**config.mk**
```make
export PLATFORM = sky130hd
export DESIGN_NAME = ppm_p6_stream_parser
export DESIGN_NICKNAME = d
export VERILOG_FILES = /design/src/hdl/pps_pkg.sv /design/src/hdl/ppm_p6_stream_parser.sv
export SDC_FILE = /design/constraint.sdc
export NUM_CORES = 1
export LEC_CHECK = 0
export ABC_CLOCK_PERIOD_IN_PS = 8700
export BUFFER_PORTS_ARGS = -buffer_cell sky130_fd_sc_hd__buf_2
export CAP_MARGIN = 25
export CORE_MARGIN = 2
export CORE_UTILIZATION = 35
export CTS_CLUSTER_SIZE = 12
export DETAILED_ROUTE_END_ITERATION = 6
export GPL_TIMING_DRIVEN = 0
export PLACE_DENSITY_LB_ADDON = 0.08
export RECOVER_POWER = 50
export SETUP_SLACK_MARGIN = 0.15
export SLEW_MARGIN = 40
export SYNTH_ARGS = -nofsm -noshare
export SYNTH_HDL_FRONTEND = slang
export SYNTH_SLANG_ARGS = --single-unit
export TNS_END_PERCENT = 1
```
**constraint.sdc**
```tcl
create_clock -name clock -period 8.7 [get_ports clock]
set_clock_uncertainty 0.2 [all_clocks]
set_input_delay 1.305 -clock clock [delete_from_list [all_inputs] [get_ports clock]]
set_output_delay 1.305 -clock clock [all_outputs]
set_load 0.01 [all_outputs]
```
**src/hdl/pps_pkg.sv**
```systemverilog
// Package for the PPM (P6) stream parser: parser phases, field codes, header
// characters, error flag positions and the default size width.
// Has no dependencies.
`default_nettype none

package pps_pkg;

   localparam int DIM_BITS_DEFAULT = 16;

   typedef enum logic [3:0] {
      PH_MAGIC_P = 4'd0,
      PH_MAGIC_6 = 4'd1,
      PH_SKIP_W  = 4'd2,
      PH_CMT_W   = 4'd3,
      PH_NUM_W   = 4'd4,
      PH_SKIP_H  = 4'd5,
      PH_CMT_H   = 4'd6,
      PH_NUM_H   = 4'd7,
      PH_SKIP_R  = 4'd8,
      PH_CMT_R   = 4'd9,
      PH_NUM_R   = 4'd10,
      PH_EOL     = 4'd11,
      PH_EOL_CR  = 4'd12,
      PH_DATA    = 4'd13
   } phase_type;

   typedef enum logic [1:0] {
      FLD_W = 2'd0,
      FLD_H = 2'd1,
      FLD_R = 2'd2
   } field_type;

   localparam logic [7:0] CHAR_P     = 8'h50;
   localparam logic [7:0] CHAR_SIX   = 8'h36;
   localparam logic [7:0] CHAR_HASH  = 8'h23;
   localparam logic [7:0] CHAR_SPACE = 8'h20;
   localparam logic [7:0] CHAR_ZERO  = 8'h30;
   localparam logic [7:0] CHAR_NINE  = 8'h39;
   localparam logic [7:0] CHAR_LF    = 8'd10;
   localparam logic [7:0] CHAR_CR    = 8'd13;
   localparam int         RANGE_OK   = 255;

   localparam logic [1:0] CHAN_LAST = 2'd2;

   localparam int ERR_MAGIC = 0;
   localparam int ERR_SIZE  = 1;
   localparam int ERR_RANGE = 2;
   localparam int ERR_OVER  = 3;

   function automatic phase_type skip_phase(input field_type fld);
      case (fld)
         FLD_W:   skip_phase = PH_SKIP_W;
         FLD_H:   skip_phase = PH_SKIP_H;
         default: skip_phase = PH_SKIP_R;
      endcase
   endfunction

   function automatic phase_type cmt_phase(input field_type fld);
      case (fld)
         FLD_W:   cmt_phase = PH_CMT_W;
         FLD_H:   cmt_phase = PH_CMT_H;
         default: cmt_phase = PH_CMT_R;
      endcase
   endfunction

   function automatic phase_type num_phase(input field_type fld);
      case (fld)
         FLD_W:   num_phase = PH_NUM_W;
         FLD_H:   num_phase = PH_NUM_H;
         default: num_phase = PH_NUM_R;
      endcase
   endfunction

endpackage

`default_nettype wire

```
**src/hdl/ppm_p6_stream_parser.sv**
```systemverilog
// PPM (P6) stream parser: one byte word in, one result word out.
// Depends on pps_pkg for phases, characters and flag positions.
// The result word of an accepted byte is registered and appears in the next cycle.
// Throughput is one byte per cycle while the output is not stalled; the single result register is the only stage.
// Synchronous active-high reset returns the parser to the magic check with all
// counters, stored header numbers and error flags cleared and no result pending.
`default_nettype none

module ppm_p6_stream_parser #(
   parameter int DIM_BITS = pps_pkg::DIM_BITS_DEFAULT
) (
   input  wire logic        clock,
   input  wire logic        reset,
   input  wire logic        req_valid,
   output logic             req_stall,
   input  wire logic [7:0]  req_input_byte,
   output logic             rsp_valid,
   input  wire logic        rsp_stall,
   output logic             rsp_item_kind,
   output logic [7:0]       rsp_pixel_value,
   output logic [1:0]       rsp_color_channel,
   output logic             rsp_image_last,
   output logic             rsp_header_done,
   output logic [15:0]      rsp_width_value,
   output logic [15:0]      rsp_height_value,
   output logic [15:0]      rsp_range_value,
   output logic             rsp_magic_error,
   output logic             rsp_size_error,
   output logic             rsp_range_error,
   output logic             rsp_overflow_error
);
   import pps_pkg::*;

   localparam int SUM_BITS = DIM_BITS + 4;
   localparam logic [SUM_BITS-1:0] SUM_MAX = {4'b0, {DIM_BITS{1'b1}}};

   phase_type             phase_ff, phase_in;
   logic [DIM_BITS-1:0]   acc_ff, acc_in;
   logic [DIM_BITS-1:0]   width_ff, width_in;
   logic [DIM_BITS-1:0]   height_ff, height_in;
   logic [DIM_BITS-1:0]   range_ff, range_in;
   logic [DIM_BITS-1:0]   col_ff, col_in;
   logic [DIM_BITS-1:0]   row_ff, row_in;
   logic [1:0]            chan_ff, chan_in;
   logic [3:0]            flags_ff, flags_in;

   logic                  valid_ff;
   logic                  kind_ff, kind_in;
   logic [7:0]            pixel_ff, pixel_in;
   logic [1:0]            chan_out_ff, chan_out_in;
   logic                  last_ff, last_in;
   logic                  done_ff, done_in;

   logic                  accept;
   logic                  is_digit, is_hash, is_space;
   logic [SUM_BITS-1:0]   acc_ext, acc_sum;
   logic [DIM_BITS:0]     col_next, row_next;
   field_type             fld;
   logic                  store_go, enter_skip, check_go, eol_go, finish_go;
   logic                  consumed, data_go;

   assign req_stall = valid_ff && rsp_stall;
   assign accept    = req_valid && !req_stall;

   assign is_digit = (req_input_byte >= CHAR_ZERO) && (req_input_byte <= CHAR_NINE);
   assign is_hash  = (req_input_byte == CHAR_HASH);
   assign is_space = (req_input_byte <= CHAR_SPACE);

   assign acc_ext = SUM_BITS'(acc_ff);
   assign acc_sum = (acc_ext << 3) + (acc_ext << 1) + SUM_BITS'(req_input_byte[3:0]);

   always_comb begin
      phase_in    = phase_ff;
      acc_in      = acc_ff;
      width_in    = width_ff;
      height_in   = height_ff;
      range_in    = range_ff;
      col_in      = col_ff;
      row_in      = row_ff;
      chan_in     = chan_ff;
      flags_in    = flags_ff;
      kind_in     = 1'b0;
      pixel_in    = '0;
      chan_out_in = '0;
      last_in     = 1'b0;
      done_in     = 1'b0;
      fld         = FLD_W;
      store_go    = 1'b0;
      enter_skip  = 1'b0;
      check_go    = 1'b0;
      eol_go      = 1'b0;
      finish_go   = 1'b0;
      consumed    = 1'b0;
      data_go     = 1'b0;
      col_next    = '0;
      row_next    = '0;

      case (phase_ff)
         PH_MAGIC_6: begin
            if (req_input_byte != CHAR_SIX) begin
               flags_in[ERR_MAGIC] = 1'b1;
            end
            phase_in = PH_SKIP_W;
         end
         PH_SKIP_W: begin
            enter_skip = 1'b1;
            fld        = FLD_W;
         end
         PH_SKIP_H: begin
            enter_skip = 1'b1;
            fld        = FLD_H;
         end
         PH_SKIP_R: begin
            enter_skip = 1'b1;
            fld        = FLD_R;
         end
         PH_CMT_W: begin
            if (req_input_byte == CHAR_LF) begin
               phase_in = PH_SKIP_W;
            end
         end
         PH_CMT_H: begin
            if (req_input_byte == CHAR_LF) begin
               phase_in = PH_SKIP_H;
            end
         end
         PH_CMT_R: begin
            if (req_input_byte == CHAR_LF) begin
               phase_in = PH_SKIP_R;
            end
         end
         PH_NUM_W: begin
            store_go = 1'b1;
            fld      = FLD_W;
         end
         PH_NUM_H: begin
            store_go = 1'b1;
            fld      = FLD_H;
         end
         PH_NUM_R: begin
            store_go = 1'b1;
            fld      = FLD_R;
         end
         PH_EOL: begin
            eol_go = 1'b1;
         end
         PH_EOL_CR: begin
            finish_go = 1'b1;
            consumed  = (req_input_byte == CHAR_LF);
         end
         PH_DATA: begin
            data_go = 1'b1;
         end
         default: begin
            flags_in = '0;
            if (req_input_byte != CHAR_P) begin
               flags_in[ERR_MAGIC] = 1'b1;
            end
            phase_in = PH_MAGIC_6;
         end
      endcase

      // A digit extends the number; anything else ends it and is then
      // handled by the following phase in the same cycle.
      if (store_go) begin
         if (is_digit) begin
            if (acc_sum > SUM_MAX) begin
               acc_in             = {DIM_BITS{1'b1}};
               flags_in[ERR_OVER] = 1'b1;
            end else begin
               acc_in = acc_sum[DIM_BITS-1:0];
            end
         end else begin
            case (fld)
               FLD_W: begin
                  width_in   = acc_ff;
                  enter_skip = 1'b1;
                  fld        = FLD_H;
               end
               FLD_H: begin
                  height_in  = acc_ff;
                  enter_skip = 1'b1;
                  fld        = FLD_R;
               end
               default: begin
                  range_in = acc_ff;
                  check_go = 1'b1;
                  eol_go   = 1'b1;
               end
            endcase
            acc_in = '0;
         end
      end

      // A byte that is neither blank, comment start nor digit ends every
      // remaining number at once with the value zero.
      if (enter_skip) begin
         if (is_hash) begin
            phase_in = cmt_phase(fld);
         end else if (is_space) begin
            phase_in = skip_phase(fld);
         end else if (is_digit) begin
            phase_in = num_phase(fld);
            acc_in   = DIM_BITS'(req_input_byte[3:0]);
         end else begin
            if (fld == FLD_W) begin
               width_in = '0;
            end
            if (fld != FLD_R) begin
               height_in = '0;
            end
            range_in = '0;
            acc_in   = '0;
            check_go = 1'b1;
            eol_go   = 1'b1;
         end
      end

      if (check_go) begin
         if ((width_in == '0) || (height_in == '0)) begin
            flags_in[ERR_SIZE] = 1'b1;
         end
         if (range_in != DIM_BITS'(RANGE_OK)) begin
            flags_in[ERR_RANGE] = 1'b1;
         end
      end

      if (eol_go) begin
         if (req_input_byte == CHAR_LF) begin
            finish_go = 1'b1;
            consumed  = 1'b1;
         end else if (req_input_byte == CHAR_CR) begin
            phase_in = PH_EOL_CR;
         end else begin
            finish_go = 1'b1;
            consumed  = 1'b0;
         end
      end

      if (finish_go) begin
         done_in = 1'b1;
         col_in  = '0;
         row_in  = '0;
         chan_in = '0;
         if ((width_in == '0) || (height_in == '0)) begin
            last_in  = 1'b1;
            phase_in = PH_MAGIC_P;
         end else begin
            phase_in = PH_DATA;
            data_go  = !consumed;
         end
      end

      if (data_go) begin
         kind_in     = 1'b1;
         pixel_in    = req_input_byte;
         chan_out_in = chan_in;
         col_next    = {1'b0, col_in} + {{DIM_BITS{1'b0}}, 1'b1};
         row_next    = {1'b0, row_in} + {{DIM_BITS{1'b0}}, 1'b1};
         if (chan_in != CHAN_LAST) begin
            chan_in = chan_in + 2'd1;
         end else begin
            chan_in = '0;
            if (col_next >= {1'b0, width_in}) begin
               col_in = '0;
               if (row_next >= {1'b0, height_in}) begin
                  row_in   = '0;
                  last_in  = 1'b1;
                  phase_in = PH_MAGIC_P;
               end else begin
                  row_in = row_next[DIM_BITS-1:0];
               end
            end else begin
               col_in = col_next[DIM_BITS-1:0];
            end
         end
      end
   end

   always_ff @(posedge clock) begin
      if (reset) begin
         phase_ff  <= PH_MAGIC_P;
         acc_ff    <= '0;
         width_ff  <= '0;
         height_ff <= '0;
         range_ff  <= '0;
         col_ff    <= '0;
         row_ff    <= '0;
         chan_ff   <= '0;
         flags_ff  <= '0;
         valid_ff  <= 1'b0;
      end else begin
         if (accept) begin
            phase_ff  <= phase_in;
            acc_ff    <= acc_in;
            width_ff  <= width_in;
            height_ff <= height_in;
            range_ff  <= range_in;
            col_ff    <= col_in;
            row_ff    <= row_in;
            chan_ff   <= chan_in;
            flags_ff  <= flags_in;
            valid_ff  <= 1'b1;
         end else if (!rsp_stall) begin
            valid_ff <= 1'b0;
         end
      end
   end

   always_ff @(posedge clock) begin
      if (accept) begin
         kind_ff     <= kind_in;
         pixel_ff    <= pixel_in;
         chan_out_ff <= chan_out_in;
         last_ff     <= last_in;
         done_ff     <= done_in;
      end
   end

   assign rsp_valid          = valid_ff;
   assign rsp_item_kind      = kind_ff;
   assign rsp_pixel_value    = pixel_ff;
   assign rsp_color_channel  = chan_out_ff;
   assign rsp_image_last     = last_ff;
   assign rsp_header_done    = done_ff;
   assign rsp_width_value    = 16'(width_ff);
   assign rsp_height_value   = 16'(height_ff);
   assign rsp_range_value    = 16'(range_ff);
   assign rsp_magic_error    = flags_ff[ERR_MAGIC];
   assign rsp_size_error     = flags_ff[ERR_SIZE];
   assign rsp_range_error    = flags_ff[ERR_RANGE];
   assign rsp_overflow_error = flags_ff[ERR_OVER];

endmodule

`default_nettype wire
```
* Word level (Yosys, flattened, before mapping) *
Cells that the tools add are included.

storage, ports and cells
  input port bits = 12
  output and inout port bits = 67
  register bits = 120
  word-level logic and storage cells = 189

cells by class
  magnitude comparators = 6
  add/sub/neg operators = 5
  muxes and demuxes = 117
  equal/unequal tests = 25
  reductions and logical operators = 19
  bitwise operators = 1

operator list
  cell                     count
  $mux W16                 38
  $mux W4                  17
  $mux W1                  48
  $add A16 B1 Y17 const B  2
  $ge A17 B16 Y1           2
  $logic_not A16 Y1        2
  $eq A4 B4 Y1 const B     6
  $pmux W4 S2              3
  $add A19 B17 Y20         1
  $add A20 B4 Y20          1
  $gt A20 B16 Y1 const B   1
  $pmux W4 S5              1
  $eq A4 B3 Y1 const B     4
  $eq A8 B4 Y1 const B     2
  $le A8 B6 Y1 const B     2
  $ne A16 B8 Y1 const B    1
  $reduce_or A13 Y1        1
  $mux W2                  6
  $reduce_or A12 Y1        1
  $reduce_or A9 Y1         1
  $eq A4 B2 Y1 const B     2
  $eq A8 B6 Y1 const B     1
  $ge A8 B6 Y1 const B     1
  $ne A8 B6 Y1 const B     1
  17 further kinds         28

* Logic depth before layout (Yosys ltp) *
  depth in word-level cells = 21
  gate-level depth with buffers = 29
  depth with buffers taken out = 25

* Worst setup path after synthesis *
OpenSTA, ideal clock, no wires.

  path type = input-to-reg
  from = input port req_input_byte[1]
  to = register row_ff[11]
  library setup time = 0.117 ns
  data required time = 8.383 ns
  setup slack = 2.038 ns
  cell stages on the path = 24
  arrival time = 6.345 ns
  path through = clkbuf_1 o21ai_1 a31oi_1 a211oi_4 o221ai_2 nand2_2 clkbuf_1 and2_1 ha_1 nand2_1 nor2_1 and3_1 clkbuf_1 nand4_1 or2_2 a21oi_1 ha_1 a211oi_1 nor4b_1 a221oi_1 o211a_2 and2_1 clkbuf_2 a22o_1

on the way
  cells in the longest elaborated chain, start to end = 16
  elaborated cells on any way between the ends = 58

ends and longest elaborated chain
  element                                       line                         text
  start: declaration                            ppm_p6_stream_parser.sv:16   input wire logic [7:0] req_input_byte,
  $ge A8 B6 Y1 or $le A8 B6 Y1 (tied branches)  ppm_p6_stream_parser.sv:65   assign is_digit = (req_input_byte >= CHAR_ZERO) && (req_input_byte <= CHAR_NINE);
  $logic_and A1 B1 Y1                           ppm_p6_stream_parser.sv:65
  $mux W1                                       ppm_p6_stream_parser.sv:166  if (is_digit) begin
  $mux W1                                       ppm_p6_stream_parser.sv:165  if (store_go) begin
  $mux W1                                       ppm_p6_stream_parser.sv:202  end else if (is_digit) begin
  $mux W1                                       ppm_p6_stream_parser.sv:200  end else if (is_space) begin
  $mux W1                                       ppm_p6_stream_parser.sv:198  if (is_hash) begin
  $mux W1                                       ppm_p6_stream_parser.sv:197  if (enter_skip) begin
  $mux W1                                       ppm_p6_stream_parser.sv:228  if (eol_go) begin
  $mux W16                                      ppm_p6_stream_parser.sv:240  if (finish_go) begin
  $add A16 B1 Y17                               ppm_p6_stream_parser.sv:259  row_next = {1'b0, row_in} + {{DIM_BITS{1'b0}}, 1'b1};
  $ge A17 B16 Y1                                ppm_p6_stream_parser.sv:266  if (row_next >= {1'b0, height_in}) begin
  $mux W16                                      ppm_p6_stream_parser.sv:266
  $mux W16                                      ppm_p6_stream_parser.sv:264  if (col_next >= {1'b0, width_in}) begin
  $mux W16                                      ppm_p6_stream_parser.sv:260  if (chan_in != CHAN_LAST) begin
  $mux W16 (*)                                  ppm_p6_stream_parser.sv:254  if (data_go) begin
  end signal: assignment                        ppm_p6_stream_parser.sv:300  row_ff <= row_in;
  end: declaration                              ppm_p6_stream_parser.sv:43   logic [DIM_BITS-1:0] row_ff, row_in;

Mark *: on every way between the ends. The rest lies on a longest branch, timed or not.
A chain may end at the register's enable or synchronous reset.

* Worst setup path after layout *
  from = input port req_input_byte[1]
  to = register col_ff[8]

on the way
  cells in the longest elaborated chain, start to end = 15
  elaborated cells on any way between the ends = 54

ends and longest elaborated chain
  element                                               line                                                      text
  $ge A8 B6 Y1 or $le A8 B6 Y1 (tied branches)          ppm_p6_stream_parser.sv:65
  $logic_and A1 B1 Y1                                   ppm_p6_stream_parser.sv:65
  $mux W1 or $mux W2 (tied branches)                    ppm_p6_stream_parser.sv:166
  $mux W1 or $mux W2 (tied branches)                    ppm_p6_stream_parser.sv:165
  $mux W1 (tied with other cells)                       ppm_p6_stream_parser.sv:202
  $mux W1 (tied with other cells)                       ppm_p6_stream_parser.sv:200
  $mux W1 or $mux W16 (tied branches)                   ppm_p6_stream_parser.sv:198, ppm_p6_stream_parser.sv:202
  $mux W1 or $mux W16 (tied branches)                   ppm_p6_stream_parser.sv:197, ppm_p6_stream_parser.sv:200
  $mux W1 or $mux W16 (tied branches)                   ppm_p6_stream_parser.sv:228, ppm_p6_stream_parser.sv:198
  $mux W16, on equally long branches                    ppm_p6_stream_parser.sv:240, ppm_p6_stream_parser.sv:197
  $add A16 B1 Y17 or $logic_not A16 Y1 (tied branches)  ppm_p6_stream_parser.sv:258, ppm_p6_stream_parser.sv:245
  $ge A17 B16 Y1 or $logic_or A1 B1 Y1 (tied branches)  ppm_p6_stream_parser.sv:264, ppm_p6_stream_parser.sv:245
  $mux W16 or $mux W1 (tied branches)                   ppm_p6_stream_parser.sv:264, ppm_p6_stream_parser.sv:245
  $mux W16 or $mux W1 (tied branches)                   ppm_p6_stream_parser.sv:260, ppm_p6_stream_parser.sv:240
  $mux W16 (*)                                          ppm_p6_stream_parser.sv:254
  end signal: assignment                                ppm_p6_stream_parser.sv:299                               col_ff <= col_in;
  end: declaration                                      ppm_p6_stream_parser.sv:42                                logic [DIM_BITS-1:0] col_ff, col_in;

Marks and branches as above.

==> key figures <==
Placed design
  – RD Place Congestion: 0.859
  – Post-Place Cells: 1412
  – IO buf count: 75
  – Dpl cell area: 9070 µm²
  – Post-DP HPWL: between 20000 and 25000 µm

Routing
  – Wire length per cell: 19.5 µm
  – Final wirelength: 28200 µm
  – Via count: between 7000 and 8000
  – Iter 0 DRT Violations: 513
  – DR pass1 iterations: 6
  – Drt via density: approximately 5.5
  – # DRC: 0
  – Antenna viol nets, final: 0

Clock tree
  – CTS-repair resized insts: 0
  – CTS tree: yes
  – Num Clock Sinks: 120
  – Clock Latency Late Sink: around 0.43 ns
  – H-Tree Depth: 4
  – Setup bufs post-CTS: 0
  – CTS Root Cell: clkbuf_16
  – CTS clk-pin slew, worst paths: 0.05 ns
  – Max clock buf depth: 2
  – Hold_buf cts: 0
  – Total CTS buffers: 17

Power
  – Sw Ratio: between 30% and 40%
  – Sw power: 792 µW
  – Logic pwr share: 35.9%
  – Clk pwr share: about a third
  – Peak VDD IR: 114 µV
  – Internal power: 1230 µW
  – Register share of total power: roughly 30%
  – Pwr Density: roughly 210 nW/µm²
  – Leakage: between 0.003 and 0.004 µW

Synth
  – Post-Synth Adder-Cell Area: 10.8%
  – Netlist cell types: 77
  – Post-synthesis compound-gate area fraction: 21.4%
  – Most common cell in the netlist: nand2_1
  – Post-Synth XOR/XNOR Area: around 3.5%
  – Synth Register Bits: 120
  – Syn Inst Count: 1017
  – Number of synthesized flops with an enable pin: 13
  – Ys async rst share: 0%
  – Top cell types by occurrence after synthesis: 114 x nand2_1, 111 x nor2_1, 107 x dfxtp_1
  – Prevailing post-synth register cell: dfxtp_1
  – Yosys warnings: 0
  – Top-area cell type share of the netlist area: 25.9%
  – Syn_nets: 1099
  – Top post-synthesis cells by area: dfxtp_1 26%, ha_1 10%, nand2_1 5.2%
  – Simple-gate share of the synthesized area: approximately a quarter
  – Largest family of logic cells by synthesized area: simple AND/OR/NAND/NOR gates
  – Synthesized area: 8260 µm²
  – Leading area contributor after synthesis: dfxtp_1
  – Sequential share of the synthesized area: 30.7%
  – Post-synthesis mux area share: 4.36%
  – Syn Area/Cell: 8.12 µm²

STA
  – Rel. slew slack: 8.72%
  – Final hold slack: 0.277 ns
  – Max Slew Vio Count: 0
  – Maximum clock rate: 126 MHz
  – RSZ-0062 raised after global routing: false
  – Share of the clock period used by the worst path after layout: 91.5%
  – Fin Setup TNS: 0 ns
  – Worst slew pin tran: 1.37 ns
  – Endpoints failing hold: 0
  – Setup violations, final: 0
  – Fin crit period: 7.96 ns

Global routing
  – Global-route usage over all layers: 23.3%
  – GRT met3 Usage: 3.94%
  – Vias in the first global route: 7454
  – GRT Max-Usage Layer: met2
  – Initial antenna violation count: 0
  – Grt ovf: 0
  – M1 GR Usage: 32.8%
  – Maximum number of pins on one net before global-route repair: 23
  – Met2 usage: 36.5%
  – First-pass GRT wire length: 44000 µm

Die
  – Die extent in x: 158 µm
  – DIE AREA: 24800 µm²
  – # rows: 56
  – Starting Density: 35.4%
  – I/O Pins: 79
  – Core Footprint: ~23000 µm²
  – Die Y: 158 µm

Finish
  – Layout fillers: approximately 2400
  – Finished Layout Cells: ~1400
  – Ratio of cells with drive above 1 in the final layout: about a tenth
  – # diodes: 0
  – Final instance area: ~9600 µm²
  – Fin nets: around 1200
  – Area of the multi-input gates: 5480 µm²
  – Synth-to-layout area growth: 15.8%
  – Register area: 2530 µm²

Job
  – Max-cap viol count: 0

Setup path
  – CP Data Arrival Time: 8.09 ns
  – Crit-path max FO: 10
  – CP Capture Type: register
  – CP startpoint kind: primary input
  – CP required: 8.83 ns
  – WS Path Type: primary input to register

Run status
  – Outcome: finished clean

Min path
  – Worst Hold Class: register to register
==> flip-flops by register name, indices dropped and copies added (netlist names), 4 cells and up <==
name and cells:
rsp_pixel_value 8, phase_ff 4, rsp_width_value 16, flags_ff 4, rsp_height_value 16, rsp_range_value 16
col_ff 16, row_ff 16, acc_ff 16
==> worst max-delay path, stage by stage <==
cell and delay (ns):
buf_2 0.11, clkbuf_1 0.20, o21ai_1 0.30, nand2_1 0.12
a31oi_1 0.68, o221ai_2 0.40, nand2_2 0.28, clkbuf_1 0.44
and2_1 0.24, ha_1 0.26, nand2_1 0.07, nor2_1 0.14
and3_1 0.17, clkbuf_1 0.28, nand4_1 0.17, or2_2 0.30
a21oi_1 0.21, ha_1 0.28, a211oi_1 0.39, nor4b_1 0.50
a221oi_2 0.29, nor3_2 0.28, buf_2 0.28, nand3b_1 0.10
a221oi_1 0.28
==> power groups by stage <==
stage,Clock (µW),Combinational (µW),Sequential (µW)
after floorplan,0,454,616
after CTS,704,690,603
after global placement,0,685,615
after global routing,728,790,605
final,695,728,602
after detailed placement,0,687,614
==> cell families (layout without fill, tap and decap cells) <==
family | after synthesis | after routing
AND/OR/NAND/NOR | 432 | 432
XOR/XNOR | 33 | 33
multiplexers | 34 | 34
adder cells (fa/ha/maj) | 70 | 70
flip-flops | 120 | 120
AO/OA/AOI/OAI | 259 | 259
buffers and inverters | 69 | 178
==> layer usage <==
layer  share of wire [%]  up-vias  wire [µm]
li1                    -     3918          -
met1                  48     3794      13700
met2                  45      212      12600
met3                 5.2       39       1480
met4                 1.6        0        452
met5                   0        -          0
==> metrics by stage <==
stage          util [%]  total power [µW]  worst slack, ns
6_report           41.0              2030            0.739
4_1_cts            41.3              2000            0.746
3_3_place_gp       38.7              1300            0.146
2_1_floorplan         -              1070             2.04
3_5_place_dp       38.9              1300            0.302
5_1_grt            41.0              2120            0.186
==> layout by cell type (no fill, tap or decap), drive strengths merged, types with 9 or more instances in the layout <==
cell	count
xnor2	22
a21oi	53
nor3b	9
a21o	13
inv	17
nor2	113
xor2	11
or2	24
o21ai	64
nand3	29
mux2i	18
buf	19
nor4	14
ha	68
nor3	14
o21a	10
edfxtp	13
nor2b	11
nand2	115
or3	12
clkbuf	132
and3	13
nand2b	13
a31oi	11
and2	34
a22oi	43
dfxtp	107
mux2	16
nand4	15
==> layout make-up <==
class                           instances  share of cell area [%]
Sequential cell                       120                    26.5
Clock inverter                         10                    1.10
Buffer                                 52                    2.12
Tap cell                              319                    4.17
Timing Repair Buffer                   78                    3.41
Inverter                               17                   0.667
Clock buffer                           21                    4.71
Multi-Input combinational cell        828                    57.3
==> final timing paths <==
check	slack, ns	endpoint	startpoint	depth (start not counted)
hold reg to reg	0.28	row_ff[1]	row_ff[1]	2
hold / removal	0.28	row_ff[1]	row_ff[1]	2
setup / recovery	0.74	col_ff[8]	req_input_byte[1]	25
setup reg to reg	0.99	col_ff[8]	phase_ff[2]	28
No activity file was read; power rests on OpenSTA's default activity.
